==> src/rtl/assert_macros.svh <==
// Assertion macros shared by the deframer RTL.
// Depends on i_clk and i_rst_n being visible in the module that uses them.
`ifndef ASSERT_MACROS_SVH
`define ASSERT_MACROS_SVH

// Clocked assertion that is switched off while reset is held.
`define ASSERT_CLK(lbl, prop, msg) \
    lbl: assert property (@(posedge i_clk) disable iff (!i_rst_n) prop) else $error(msg);

// Clocked assertion that also holds during reset.
`define ASSERT_ALWAYS(lbl, prop, msg) \
    lbl: assert property (@(posedge i_clk) prop) else $error(msg);

`endif

==> src/rtl/hfd_pkg.sv <==
// Types, constants and the CRC-16 byte update for the frame deframer.
// No dependencies; imported by hfd_parser, hfd_out_reg and the top level.
`timescale 1ns / 1ps
`default_nettype none

package hfd_pkg;

    // CRC-16/CCITT-FALSE parameters and the version that carries a CRC.
    localparam logic [15:0] CRC_INIT    = 16'hFFFF;
    localparam logic [15:0] CRC_POLY    = 16'h1021;
    localparam logic [7:0]  CRC_VERSION = 8'd2;

    // Head byte after reset.
    localparam logic [7:0]  HEAD_RESET  = 8'hAA;

    // Status codes of a closing result.
    localparam logic [1:0]  ST_OK       = 2'd0;
    localparam logic [1:0]  ST_BAD_HEAD = 2'd1;
    localparam logic [1:0]  ST_CRC_BAD  = 2'd2;

    // Parser phases, one-hot.
    typedef enum logic [6:0] {
        PH_HUNT = 7'b0000001,
        PH_VER  = 7'b0000010,
        PH_SEQ  = 7'b0000100,
        PH_LEN  = 7'b0001000,
        PH_BODY = 7'b0010000,
        PH_CRCH = 7'b0100000,
        PH_CRCL = 7'b1000000
    } t_phase;

    // One result item.
    typedef struct packed {
        logic       byte_valid;
        logic [7:0] data_byte;
        logic       frame_end;
        logic [1:0] status;
        logic [7:0] version;
        logic [7:0] sequence_res;
        logic [7:0] body_length;
    } t_result;

    // MSB-first CRC update over one byte, eight bit steps unrolled.
    function automatic logic [15:0] crc_byte(input logic [15:0] crc, input logic [7:0] b);
        logic [15:0] c;
        logic        fb;
        c = crc;
        for (int k = 7; k >= 0; k--) begin
            fb = b[k] ^ c[15];
            c  = {c[14:0], 1'b0};
            if (fb) begin
                c = c ^ CRC_POLY;
            end
        end
        return c;
    endfunction

endpackage

`default_nettype wire

==> src/rtl/hfd_rx_if.sv <==
// Byte input channel of the deframer: valid, ready and one received byte.
// No dependencies.
`timescale 1ns / 1ps
`default_nettype none

interface hfd_rx_if;
    logic       valid;
    logic       ready;
    logic [7:0] rx_byte;

    modport source (output valid, output rx_byte, input ready);
    modport sink (input valid, input rx_byte, output ready);
endinterface

`default_nettype wire

==> src/rtl/hfd_res_if.sv <==
// Result channel of the deframer: valid, ready and the result fields.
// No dependencies.
`timescale 1ns / 1ps
`default_nettype none

interface hfd_res_if;
    logic       valid;
    logic       ready;
    logic       byte_valid;
    logic [7:0] data_byte;
    logic       frame_end;
    logic [1:0] status;
    logic [7:0] version;
    logic [7:0] sequence_res;
    logic [7:0] body_length;

    modport source (
        output valid, output byte_valid, output data_byte, output frame_end,
        output status, output version, output sequence_res, output body_length,
        input ready
    );
    modport sink (
        input valid, input byte_valid, input data_byte, input frame_end,
        input status, input version, input sequence_res, input body_length,
        output ready
    );
endinterface

`default_nettype wire

==> src/rtl/hfd_cfg_if.sv <==
// Configuration write channel of the deframer: valid, ready and the head byte.
// No dependencies.
`timescale 1ns / 1ps
`default_nettype none

interface hfd_cfg_if;
    logic       valid;
    logic       ready;
    logic [7:0] head_byte;

    modport source (output valid, output head_byte, input ready);
    modport sink (input valid, input head_byte, output ready);
endinterface

`default_nettype wire

==> src/rtl/hfd_in_reg.sv <==
// Input register stage: holds one received byte until the parser takes it.
// Depends on nothing but the clock and reset.
`timescale 1ns / 1ps
`default_nettype none

module hfd_in_reg (
    input  wire logic       i_clk,
    input  wire logic       i_rst_n,
    input  wire logic       i_valid,
    input  wire logic [7:0] i_byte,
    output logic            o_ready,
    input  wire logic       i_take,
    output logic            o_valid,
    output logic [7:0]      o_byte
);

    logic       r_valid;
    logic [7:0] r_byte;

    // A new byte can enter when the stage is empty or is being emptied.
    assign o_ready = !r_valid || i_take;

    // Occupancy flag.
    always_ff @(posedge i_clk) begin
        if (!i_rst_n) begin
            r_valid <= 1'b0;
        end else if (i_valid && o_ready) begin
            r_valid <= 1'b1;
        end else if (i_take) begin
            r_valid <= 1'b0;
        end
    end

    // Byte payload.
    always_ff @(posedge i_clk) begin
        if (i_valid && o_ready) begin
            r_byte <= i_byte;
        end
    end

    assign o_valid = r_valid;
    assign o_byte  = r_byte;

endmodule

`default_nettype wire

==> src/rtl/hfd_parser.sv <==
// Frame parser: phase register, header fields and running CRC, and the
// combinational result for the byte being processed. Depends on hfd_pkg.
`timescale 1ns / 1ps
`default_nettype none
`include "assert_macros.svh"

module hfd_parser
    import hfd_pkg::*;
(
    input  wire logic       i_clk,
    input  wire logic       i_rst_n,
    input  wire logic       i_fire,
    input  wire logic [7:0] i_byte,
    input  wire logic [7:0] i_head_byte,
    output logic            o_has_result,
    output t_result         o_result
);

    t_phase      r_phase, n_phase;
    logic [7:0]  r_version, n_version;
    logic [7:0]  r_sequence, n_sequence;
    logic [7:0]  r_length, n_length;
    logic [7:0]  r_left, n_left;
    logic [15:0] r_crc, n_crc;
    logic [7:0]  r_crc_high, n_crc_high;
    logic [7:0]  w_left_dec;

    assign w_left_dec = r_left - 8'd1;

    // Next state and result for the current byte.
    always_comb begin
        n_phase      = r_phase;
        n_version    = r_version;
        n_sequence   = r_sequence;
        n_length     = r_length;
        n_left       = r_left;
        n_crc        = r_crc;
        n_crc_high   = r_crc_high;
        o_has_result = 1'b0;
        o_result     = '0;
        case (r_phase)
            PH_VER: begin
                n_version = i_byte;
                n_phase   = PH_SEQ;
            end
            PH_SEQ: begin
                n_sequence = i_byte;
                n_phase    = PH_LEN;
            end
            PH_LEN: begin
                n_length = i_byte;
                n_left   = i_byte;
                if (i_byte != 8'd0) begin
                    n_phase = PH_BODY;
                end else if (r_version == CRC_VERSION) begin
                    n_phase = PH_CRCH;
                end else begin
                    // Empty body without CRC closes the frame here.
                    n_phase               = PH_HUNT;
                    o_has_result          = 1'b1;
                    o_result.frame_end    = 1'b1;
                    o_result.status       = ST_OK;
                    o_result.version      = r_version;
                    o_result.sequence_res = r_sequence;
                    o_result.body_length  = i_byte;
                end
            end
            PH_BODY: begin
                n_crc                 = crc_byte(r_crc, i_byte);
                n_left                = w_left_dec;
                o_has_result          = 1'b1;
                o_result.byte_valid   = 1'b1;
                o_result.data_byte    = i_byte;
                o_result.version      = r_version;
                o_result.sequence_res = r_sequence;
                o_result.body_length  = r_length;
                if (w_left_dec == 8'd0) begin
                    if (r_version == CRC_VERSION) begin
                        n_phase = PH_CRCH;
                    end else begin
                        n_phase            = PH_HUNT;
                        o_result.frame_end = 1'b1;
                    end
                end
            end
            PH_CRCH: begin
                n_crc_high = i_byte;
                n_phase    = PH_CRCL;
            end
            PH_CRCL: begin
                n_phase               = PH_HUNT;
                o_has_result          = 1'b1;
                o_result.frame_end    = 1'b1;
                o_result.status       = ({r_crc_high, i_byte} == r_crc) ? ST_OK : ST_CRC_BAD;
                o_result.version      = r_version;
                o_result.sequence_res = r_sequence;
                o_result.body_length  = r_length;
            end
            default: begin
                // Hunting for the head byte; unknown codes hunt as well.
                n_phase = PH_HUNT;
                if (i_byte == i_head_byte) begin
                    n_crc   = CRC_INIT;
                    n_phase = PH_VER;
                end else begin
                    o_has_result       = 1'b1;
                    o_result.frame_end = 1'b1;
                    o_result.status    = ST_BAD_HEAD;
                end
            end
        endcase
    end

    // State update when a byte is processed.
    always_ff @(posedge i_clk) begin
        if (!i_rst_n) begin
            r_phase    <= PH_HUNT;
            r_version  <= '0;
            r_sequence <= '0;
            r_length   <= '0;
            r_left     <= '0;
            r_crc      <= CRC_INIT;
            r_crc_high <= '0;
        end else if (i_fire) begin
            r_phase    <= n_phase;
            r_version  <= n_version;
            r_sequence <= n_sequence;
            r_length   <= n_length;
            r_left     <= n_left;
            r_crc      <= n_crc;
            r_crc_high <= n_crc_high;
        end
    end

    // A nonzero status only appears on a frame-closing result.
    `ASSERT_CLK(a_status_needs_end, o_has_result && (o_result.status != ST_OK) |-> o_result.frame_end, "status without frame end")
    // A bad head result only comes while hunting.
    `ASSERT_CLK(a_bad_head_in_hunt, o_has_result && (o_result.status == ST_BAD_HEAD) |-> (r_phase == PH_HUNT), "bad head outside hunt")
    // The CRC low byte always returns the parser to hunting.
    `ASSERT_CLK(a_crcl_to_hunt, i_fire && (r_phase == PH_CRCL) |=> (r_phase == PH_HUNT), "CRC low did not close frame")

endmodule

`default_nettype wire

==> src/rtl/hfd_out_reg.sv <==
// Result register: holds one result until the receiver takes it.
// Depends on hfd_pkg for the result type.
`timescale 1ns / 1ps
`default_nettype none

module hfd_out_reg
    import hfd_pkg::*;
(
    input  wire logic    i_clk,
    input  wire logic    i_rst_n,
    input  wire logic    i_load,
    input  wire t_result i_result,
    input  wire logic    i_ready,
    output logic         o_valid,
    output t_result      o_result
);

    logic    r_valid;
    t_result r_result;

    // Occupancy flag: a load wins over the drain of the previous result.
    always_ff @(posedge i_clk) begin
        if (!i_rst_n) begin
            r_valid <= 1'b0;
        end else if (i_load) begin
            r_valid <= 1'b1;
        end else if (i_ready) begin
            r_valid <= 1'b0;
        end
    end

    // Result payload.
    always_ff @(posedge i_clk) begin
        if (i_load) begin
            r_result <= i_result;
        end
    end

    assign o_valid  = r_valid;
    assign o_result = r_result;

endmodule

`default_nettype wire

==> src/rtl/hex_frame_deframer_crc16_top.sv <==
// Top level of the length-prefixed frame deframer with CRC-16 check.
// Usage:
//   i_rx carries one received byte per transfer (valid/ready). o_res carries
//   result items: body bytes as they arrive and one closing result per frame
//   with version, sequence, length and status (ok, bad head, CRC mismatch).
//   A body byte emitted before an error must be dropped by the receiver.
//   i_cfg writes the expected head byte; its ready is always high. The user
//   must write it only while the block is idle; the block does not enforce this.
// Timing:
//   A byte held in the input register is processed once the result register is
//   free or draining; its result, if any, is registered then and shown on o_res.
//   One byte per cycle is sustained while o_res is taken; the rate is set by the
//   parser step, which updates the CRC over a whole byte at once.
// Reset:
//   Synchronous, active low. Both registers empty, the parser hunts for a
//   head byte, the head byte returns to 0xAA.
// Stall:
//   When o_res is not taken, the result register holds; the input register
//   still takes one more byte, then i_rx.ready drops until space frees up.
// Depends on hfd_pkg, the three channel interfaces, hfd_in_reg, hfd_parser
// and hfd_out_reg.
`timescale 1ns / 1ps
`default_nettype none

module hex_frame_deframer_crc16_top
    import hfd_pkg::*;
(
    input  wire logic i_clk,
    input  wire logic i_rst_n,
    hfd_rx_if.sink    i_rx,
    hfd_cfg_if.sink   i_cfg,
    hfd_res_if.source o_res
);

    logic [7:0] r_head;
    logic       w_in_valid;
    logic [7:0] w_in_byte;
    logic       w_fire;
    logic       w_has_result;
    t_result    w_result;
    logic       w_out_valid;
    t_result    w_out_result;

    // Head byte register; the write port never stalls.
    assign i_cfg.ready = 1'b1;

    always_ff @(posedge i_clk) begin
        if (!i_rst_n) begin
            r_head <= HEAD_RESET;
        end else if (i_cfg.valid) begin
            r_head <= i_cfg.head_byte;
        end
    end

    // A held byte is processed when the result register is free or draining.
    assign w_fire = w_in_valid && (!w_out_valid || o_res.ready);

    hfd_in_reg u_in_reg (
        .i_clk   (i_clk),
        .i_rst_n (i_rst_n),
        .i_valid (i_rx.valid),
        .i_byte  (i_rx.rx_byte),
        .o_ready (i_rx.ready),
        .i_take  (w_fire),
        .o_valid (w_in_valid),
        .o_byte  (w_in_byte)
    );

    hfd_parser u_parser (
        .i_clk        (i_clk),
        .i_rst_n      (i_rst_n),
        .i_fire       (w_fire),
        .i_byte       (w_in_byte),
        .i_head_byte  (r_head),
        .o_has_result (w_has_result),
        .o_result     (w_result)
    );

    hfd_out_reg u_out_reg (
        .i_clk    (i_clk),
        .i_rst_n  (i_rst_n),
        .i_load   (w_fire && w_has_result),
        .i_result (w_result),
        .i_ready  (o_res.ready),
        .o_valid  (w_out_valid),
        .o_result (w_out_result)
    );

    // Result channel.
    assign o_res.valid        = w_out_valid;
    assign o_res.byte_valid   = w_out_result.byte_valid;
    assign o_res.data_byte    = w_out_result.data_byte;
    assign o_res.frame_end    = w_out_result.frame_end;
    assign o_res.status       = w_out_result.status;
    assign o_res.version      = w_out_result.version;
    assign o_res.sequence_res = w_out_result.sequence_res;
    assign o_res.body_length  = w_out_result.body_length;

endmodule

`default_nettype wire

==> src/flat_wrapper.sv <==
// flat-port wrapper written by rule: the top's interface ports become plain ports
module hex_frame_deframer_crc16_top_flat import hfd_pkg::*;
  (i_clk, i_rst_n, i_rx_valid, i_rx_rx_byte, i_rx_ready, i_cfg_valid, i_cfg_head_byte, i_cfg_ready, o_res_valid, o_res_byte_valid, o_res_data_byte, o_res_frame_end, o_res_status, o_res_version, o_res_sequence_res, o_res_body_length, o_res_ready);
  hfd_rx_if i_rx_i ();
  hfd_cfg_if i_cfg_i ();
  hfd_res_if o_res_i ();
  input  wire logic i_clk;
  input  wire logic i_rst_n;
  input wire logic [$bits(i_rx_i.valid)-1:0] i_rx_valid;
  input wire logic [$bits(i_rx_i.rx_byte)-1:0] i_rx_rx_byte;
  output wire logic [$bits(i_rx_i.ready)-1:0] i_rx_ready;
  input wire logic [$bits(i_cfg_i.valid)-1:0] i_cfg_valid;
  input wire logic [$bits(i_cfg_i.head_byte)-1:0] i_cfg_head_byte;
  output wire logic [$bits(i_cfg_i.ready)-1:0] i_cfg_ready;
  output wire logic [$bits(o_res_i.valid)-1:0] o_res_valid;
  output wire logic [$bits(o_res_i.byte_valid)-1:0] o_res_byte_valid;
  output wire logic [$bits(o_res_i.data_byte)-1:0] o_res_data_byte;
  output wire logic [$bits(o_res_i.frame_end)-1:0] o_res_frame_end;
  output wire logic [$bits(o_res_i.status)-1:0] o_res_status;
  output wire logic [$bits(o_res_i.version)-1:0] o_res_version;
  output wire logic [$bits(o_res_i.sequence_res)-1:0] o_res_sequence_res;
  output wire logic [$bits(o_res_i.body_length)-1:0] o_res_body_length;
  input wire logic [$bits(o_res_i.ready)-1:0] o_res_ready;
  assign i_rx_i.valid = i_rx_valid;
  assign i_rx_i.rx_byte = i_rx_rx_byte;
  assign i_rx_ready = i_rx_i.ready;
  assign i_cfg_i.valid = i_cfg_valid;
  assign i_cfg_i.head_byte = i_cfg_head_byte;
  assign i_cfg_ready = i_cfg_i.ready;
  assign o_res_valid = o_res_i.valid;
  assign o_res_byte_valid = o_res_i.byte_valid;
  assign o_res_data_byte = o_res_i.data_byte;
  assign o_res_frame_end = o_res_i.frame_end;
  assign o_res_status = o_res_i.status;
  assign o_res_version = o_res_i.version;
  assign o_res_sequence_res = o_res_i.sequence_res;
  assign o_res_body_length = o_res_i.body_length;
  assign o_res_i.ready = o_res_ready;
  hex_frame_deframer_crc16_top u_core (.i_clk(i_clk), .i_rst_n(i_rst_n), .i_rx(i_rx_i), .i_cfg(i_cfg_i), .o_res(o_res_i));
endmodule
==> config.mk <==
export PLATFORM = sky130hd
export DESIGN_NAME = hex_frame_deframer_crc16_top_flat
export DESIGN_NICKNAME = d
export VERILOG_FILES = /design/src/rtl/hfd_pkg.sv /design/src/rtl/hfd_rx_if.sv /design/src/rtl/hfd_res_if.sv /design/src/rtl/hfd_cfg_if.sv /design/src/rtl/hfd_in_reg.sv /design/src/rtl/hfd_parser.sv /design/src/rtl/hfd_out_reg.sv /design/src/rtl/hex_frame_deframer_crc16_top.sv /design/src/flat_wrapper.sv
export VERILOG_INCLUDE_DIRS = /design/src /design/src/rtl
export SDC_FILE = /design/constraint.sdc
export NUM_CORES = 1
export LEC_CHECK = 0
export ABC_AREA = 0
export ABC_CLOCK_PERIOD_IN_PS = 11600
export BUFFER_PORTS_ARGS = -buffer_cell sky130_fd_sc_hd__buf_2
export CAP_MARGIN = 20
export CORE_ASPECT_RATIO = 0.5
export CORE_MARGIN = 8
export CORE_UTILIZATION = 50
export DETAILED_ROUTE_END_ITERATION = 16
export HOLD_SLACK_MARGIN = 0.05
export PLACE_DENSITY = 0.71
export REMOVE_ABC_BUFFERS = 1
export SKIP_LAST_GASP = 1
export SLEW_MARGIN = 20
export SYNTH_ARGS = -nofsm -noshare
export SYNTH_HDL_FRONTEND = slang
export SYNTH_SLANG_ARGS = --single-unit
==> constraint.sdc <==
create_clock -name i_clk -period 11.6 [get_ports i_clk]
set_clock_uncertainty 0.1 [all_clocks]
set_input_delay 3.48 -clock i_clk [delete_from_list [all_inputs] [get_ports i_clk]]
set_output_delay 3.48 -clock i_clk [all_outputs]
set_load 0.005 [all_outputs]
==> impl_metrics.tcl, run 1 <==
set metrics [dict create \
    peakVddDrop_mv 0.0895 \
    critPathArrivalTime_ns 3.93 \
    finalCriticalPeriod_ns 7.51 \
    yosysWarnings 0 \
    first_iter_violations 294 \
    period_share_pct 64.7 \
    drv_slew 0 \
    cts_setup_buffers 0 \
    grt.overflow.total 0 \
    hold_buffers 0 \
    syn_to_final_growth_pct 19.5 \
    port_buffers 58 \
    synth-seq-cells 117 \
    power.leakage_nw 2.57 \
    endpoint_kind "primary output" \
    grt_pass1_wl_um 19000 \
    grt_setup_unrepaired "no" \
    critPathKind "in2out" \
    maxCapViolCount 0 \
    cts_root_buf "clkbuf_16" \
    dieArea_um2 14200 \
    htree_levels 4 \
    detail_route.vias_per_cell 5.36 \
    worst-path-max-fanout 2 \
    drt-pass1-iter-count 4 \
    finalHoldViolations 0 \
    async_flop_share_pct 0 \
    post-dp-hpwl_um 7480 \
    cts_resized 0 \
    ys.flop_type "dfxtp_1" \
    hold_class "reg2reg" \
    outcome "finished clean" \
    detail-route-antenna-nets 0 \
    fill_cells 855 \
    core_um2 10200 \
    antennaDiodeCount 0 \
    synth.distinct_cells 53 \
    cts_buffer_depth 2 \
    die_y_um 88.5 \
    clkSinkCount 117 \
    cts_buffers 17 \
    wirelength_um 11700 \
    multi_input_area_um2 2270 \
    vias 3755 \
    place_congestion 0.882 \
    io_pins 60 \
    cts_tree "built" \
    clk_pin_slew_ns 0.05 \
    netlist_area_um2 5260 \
    grt_pass1_vias 3653 \
    final_cells 700 \
    drive_above_1_share_pct 17.9 \
    grt_max_degree 50 \
    fmax_mhz 133 \
    syn_inst 500 \
    tns_ns 0 \
    setup_viol 0 \
    synth-seq-area-share_pct 52.9 \
    synth_edf_count 44 \
    start_kind "input pin" \
    start_util_pct 51.5 \
    cp.required_ns 8.02 \
    seqCellArea_um2 2780 \
    antenna_found_initial 0 \
    fp.dieW_um 161 \
    worst_pin_slew_ns 0.860 \
    placed_cells 668 \
    insertion_delay_ns 0.41 \
    power_density_nw_per_um2 174 \
    syn_avg_cell_area_um2 10.5 \
    rows 26 \
    relSlewSlack_pct 42.4 \
    drc 0 \
    fin_nets 570 \
    track_usage_pct 17.1 \
    wire_per_inst_um 16.7 \
]
critical path: stages:
cell and delay, ns:
buf_2 0.10, nor2b_1 0.13, nand2_1 0.08, buf_2 0.13
cell usage after synthesis, drive strengths merged (4+ instances only):
library cell / number / share of area [%]
a21oi: 20 / 1.9
a31oi: 8 / 0.95
a32oi: 10 / 1.7
and2: 35 / 4.2
buf: 11 / 1.1
clkbuf: 21 / 1.5
dfxtp: 73 / 28
edfxtp: 44 / 25
inv: 18 / 1.3
mux2i: 39 / 7.4
nand2: 22 / 1.6
nand2b: 5 / 0.64
nand3: 6 / 0.67
nand3b: 4 / 0.57
nand4: 10 / 1.2
nor2: 59 / 4.3
nor2b: 4 / 0.48
nor3: 7 / 0.76
nor4: 6 / 1.0
o21a: 5 / 0.71
o21ai: 8 / 0.76
xnor2: 46 / 7.7
xor2: 7 / 1.2
per-layer routing:
metal | wire (um) | vias to the layer above | global-route usage [%]
met3 | 800 | 18 | 5.76
met2 | 5540 | 118 | 29.7
met5 | 0 | - | 0
met4 | 154 | 0 | 6.67
met1 | 5180 | 1786 | 19.5
li1 | - | 1833 | -
stage by stage:
stage	instance area, um2	total power [mW]	utilization (%)	hold slack (ns)	worst slack (ns)
after floorplan	5120	0.475	-	0.345	4.34
after global placement	5600	0.495	54.9	0.356	4.11
after detailed placement	5600	0.495	54.9	0.363	4.09
after CTS	6280	1.10	61.5	0.370	4.09
after global routing	6280	1.12	61.5	0.398	4.04
final	6280	1.09	61.5	0.367	4.09
worst paths after layout:
check	cells after the start	startpoint	to	slack [ns]
worst max-delay path	4	o_res_ready	i_rx_ready	4.09
worst min register to register	2	u_core.u_parser.r_left[1]	u_core.u_parser.r_left[1]	0.37
worst max register to register	6	u_core.u_in_reg.o_byte[1]	u_core.u_out_reg.o_result[17]	7.99
worst min-delay path	2	u_core.u_parser.r_left[1]	u_core.u_parser.r_left[1]	0.37
kinds of logic (layout without fill, tap and decap cells):
family,Yosys count,after routing,share of synthesized area (%)
compound gates,68,68,9.14
xor+xnor,53,53,8.83
fa+ha+maj,2,2,0.476
buf+inv,51,111,4.00
flops,117,117,52.9
mux,41,41,7.86
other cells,1,1,0.0713
simple gates,167,167,16.7
flip-flops by register name (all words and copies together), names as in the netlist:
register	flops
u_core.u_parser.r_sequence	8
u_core.u_in_reg.o_byte	8
u_core.u_parser.r_crc	16
u_core.u_parser.r_crc_high	8
u_core.u_parser.r_phase	7
u_core.u_out_reg.o_result	36
u_core.u_parser.r_version	8
u_core.u_out_reg.o_valid	1
u_core.r_head	8
u_core.u_in_reg.o_valid	1
u_core.u_parser.r_length	8
u_core.u_parser.r_left	8
cell type report:
type                            count  area share [%]
Tap cell                          140            2.79
Sequential cell                   117            44.3
Inverter                           19            1.14
Clock inverter                     10            3.58
Clock buffer                       22            7.23
Multi-Input combinational cell    332            36.1
Timing Repair Buffer               60            4.86
placed cells by master, fill, tap and decap left out, types with 7 or more instances in the layout:
master,count
a21oi_1,20
a31oi_1,8
a32oi_1,10
and2_1,35
buf_2,58
bufinv_16,7
clkbuf_16,17
dfxtp_1,73
edfxtp_1,44
inv_1,17
mux2i_1,39
nand2_1,22
nand4_1,10
nor2_1,58
o21ai_0,8
xnor2_1,46
xor2_1,7
power by group:
part,leakage (nW),internal (mW),total (mW),switching (mW)
clock,0.324,0.429,0.603,0.174
combinational,1.25,0.0179,0.0409,0.0230
sequential,0.999,0.435,0.446,0.0108
Note: power is estimated with default switching activity, not from simulation.
==> inputs of run 2 (changes only) <==
--- a/config.mk
+++ b/config.mk
@@ -6,8 +6,8 @@
 export SDC_FILE = /design/constraint.sdc
 export NUM_CORES = 1
 export LEC_CHECK = 0
-export ABC_AREA = 0
-export ABC_CLOCK_PERIOD_IN_PS = 11600
+export ABC_AREA = 1
+export ABC_CLOCK_PERIOD_IN_PS = 7300
 export BUFFER_PORTS_ARGS = -buffer_cell sky130_fd_sc_hd__buf_2
 export CAP_MARGIN = 20
 export CORE_ASPECT_RATIO = 0.5
==> constraint.sdc (replaced) <==
create_clock -name i_clk -period 7.3 [get_ports i_clk]
set_clock_uncertainty 0.1 [all_clocks]
set_input_delay 2.19 -clock i_clk [delete_from_list [all_inputs] [get_ports i_clk]]
set_output_delay 2.19 -clock i_clk [all_outputs]
set_load 0.005 [all_outputs]
==> impl_metrics.tcl, run 2 <==
set metrics [dict create \
    cts_resized 0 \
    reg2reg_setup_slack_ns 4.01 \
    whs_endpoint "u_core.u_parser.r_length[0]" \
    ys_top_cells_by_count "115 x nand2_1, 79 x nor2_1, 75 x inv_1" \
    synth.top_cell.area_share_pct 26.7 \
    finalHoldViolations 0 \
    netlist_area_um2 5470 \
    synth.distinct_cells 34 \
    grt_setup_unrepaired "no" \
    r2r_end "u_core.u_out_reg.o_result[24]" \
    fin_nets 736 \
    dieArea_um2 14800 \
    fmax_mhz 205 \
    largest_reg_flops 36 \
    cts_root_buf "clkbuf_16" \
    place_congestion 0.883 \
    clk_pin_slew_ns 0.06 \
    place_area_um2 5780 \
    maxCapViolCount 0 \
    endpoint_kind "primary output" \
    die_y_um 90.0 \
    grt_pass1_wl_um 20600 \
    total_power_mw 1.55 \
    drt-pass1-iter-count 5 \
    grt.overflow.total 0 \
    synth-seq-cells 117 \
    syn_to_final_growth_pct 15.0 \
    worst_pin_slew_ns 0.682 \
    layout_common_cells "115 x nand2_1, 79 x nor2_1, 75 x inv_1" \
    holdPathStages 2 \
    worst-path-max-fanout 3 \
    antennaDiodeCount 0 \
    placed_cells 839 \
    post-dp-hpwl_um 8410 \
    fin_ws_ns 2.43 \
    syn_inst 665 \
    worstHoldStart "u_core.u_parser.r_length[0]" \
    start_kind "input pin" \
    power.leakage_nw 2.60 \
    synth_area_leaders "dfxtp_1 27%, edfxtp_1 24%, nand2_1 7.9%" \
    worst-r2r-cell-count 10 \
    start_util_pct 50.5 \
    synth_area_leader_cell "dfxtp_1" \
    syn_avg_cell_area_um2 8.23 \
    cts_setup_buffers 0 \
    peakVddDrop_mv 0.143 \
    yosysMostFrequentCell "nand2_1" \
    wirelength_um 12700 \
    cts_buffers 17 \
    drv_slew 0 \
    synth-seq-area-share_pct 50.8 \
    period_share_pct 66.7 \
    detail_route.vias_per_cell 5.04 \
    insertion_delay_ns 0.41 \
    core_um2 10800 \
    dp_slack_ns 2.42 \
    ys.flop_type "dfxtp_1" \
    hold_class "reg2reg" \
    critPathKind "in2out" \
    antenna_found_initial 0 \
    outcome "finished clean" \
    power_density_nw_per_um2 246 \
    cts_tree "built" \
    first_iter_violations 333 \
    async_flop_share_pct 0 \
    htree_levels 4 \
    cts_buffer_depth 2 \
    detail-route-antenna-nets 0 \
    hold_buffers 0 \
    drive_above_1_share_pct 17.2 \
    synth_edf_count 44 \
    yosysWarnings 0 \
    grt_pass1_vias 4077 \
    clkSinkCount 117 \
    relSlewSlack_pct 54.4 \
    cp.required_ns 5.01 \
    finalInstanceArea_um2 6300 \
    grt_max_degree 60 \
    final_cells 871 \
    critPathArrivalTime_ns 2.58 \
    port_buffers 58 \
    rows 27 \
    finalCriticalPeriod_ns 4.87 \
    fp.dieW_um 164 \
    setup_viol 0 \
    track_usage_pct 17.5 \
    vias 4389 \
    drc 0 \
    hold_slack_ns 0.355 \
    final_common_cell "nand2_1" \
    wire_per_inst_um 14.6 \
    fill_cells 961 \
    tns_ns 0 \
    r2r-start "u_core.u_parser.r_phase[3]" \
    io_pins 60 \
    utilization_pct 58.1 \
]
[run 2: how the worst max path moves through the flow]
stage	from	to	slack, ns
after floorplan	o_res_ready	i_rx_ready	2.67
after global placement	o_res_ready	i_rx_ready	2.44
after detailed placement	o_res_ready	i_rx_ready	2.42
after CTS	o_res_ready	i_rx_ready	2.43
after global routing	o_res_ready	i_rx_ready	2.40
final	o_res_ready	i_rx_ready	2.43
[run 2: cell families (layout without fill, tap and decap cells)]
family,Yosys count,in the layout,share of synthesized area (%)
buffers and inverters,111,172,8.85
flip-flops,117,117,50.8
AND/OR/NAND/NOR,295,295,24.0
AO/OA/AOI/OAI,115,115,11.7
other,1,1,0.0685
adder cells (fa/ha/maj),2,2,0.457
XOR/XNOR,24,24,4.11
[run 2: final cells by class]
type / instances / area [um2] / share of cell area, %
clock buffers: 19 / 433 / 6.87
clock inverters: 13 / 87.6 / 1.39
inverters: 80 / 300 / 4.77
multi-input cells: 437 / 2210 / 35.0
flip-flops and latches: 117 / 2780 / 44.2
well taps: 145 / 181 / 2.88
repair buffers: 60 / 305 / 4.85
[run 2: report_power, final]
part,switching (mW),internal [mW]
clock,0.304,0.429
sequential,0.0180,0.697
combinational,0.0671,0.0351
[run 2: layer usage]
metal	up-vias	routed length, um	GRT usage [%]
li1	2253	-	-
met1	1987	6110	23.3
met2	125	5600	26.8
met3	24	810	4.50
met4	0	210	6.92
met5	-	0	0
[run 2: critical path: stages]
cell     delay (ns)
buf_2          0.10
inv_1          0.06
nand3_1        0.09
buf_2          0.14
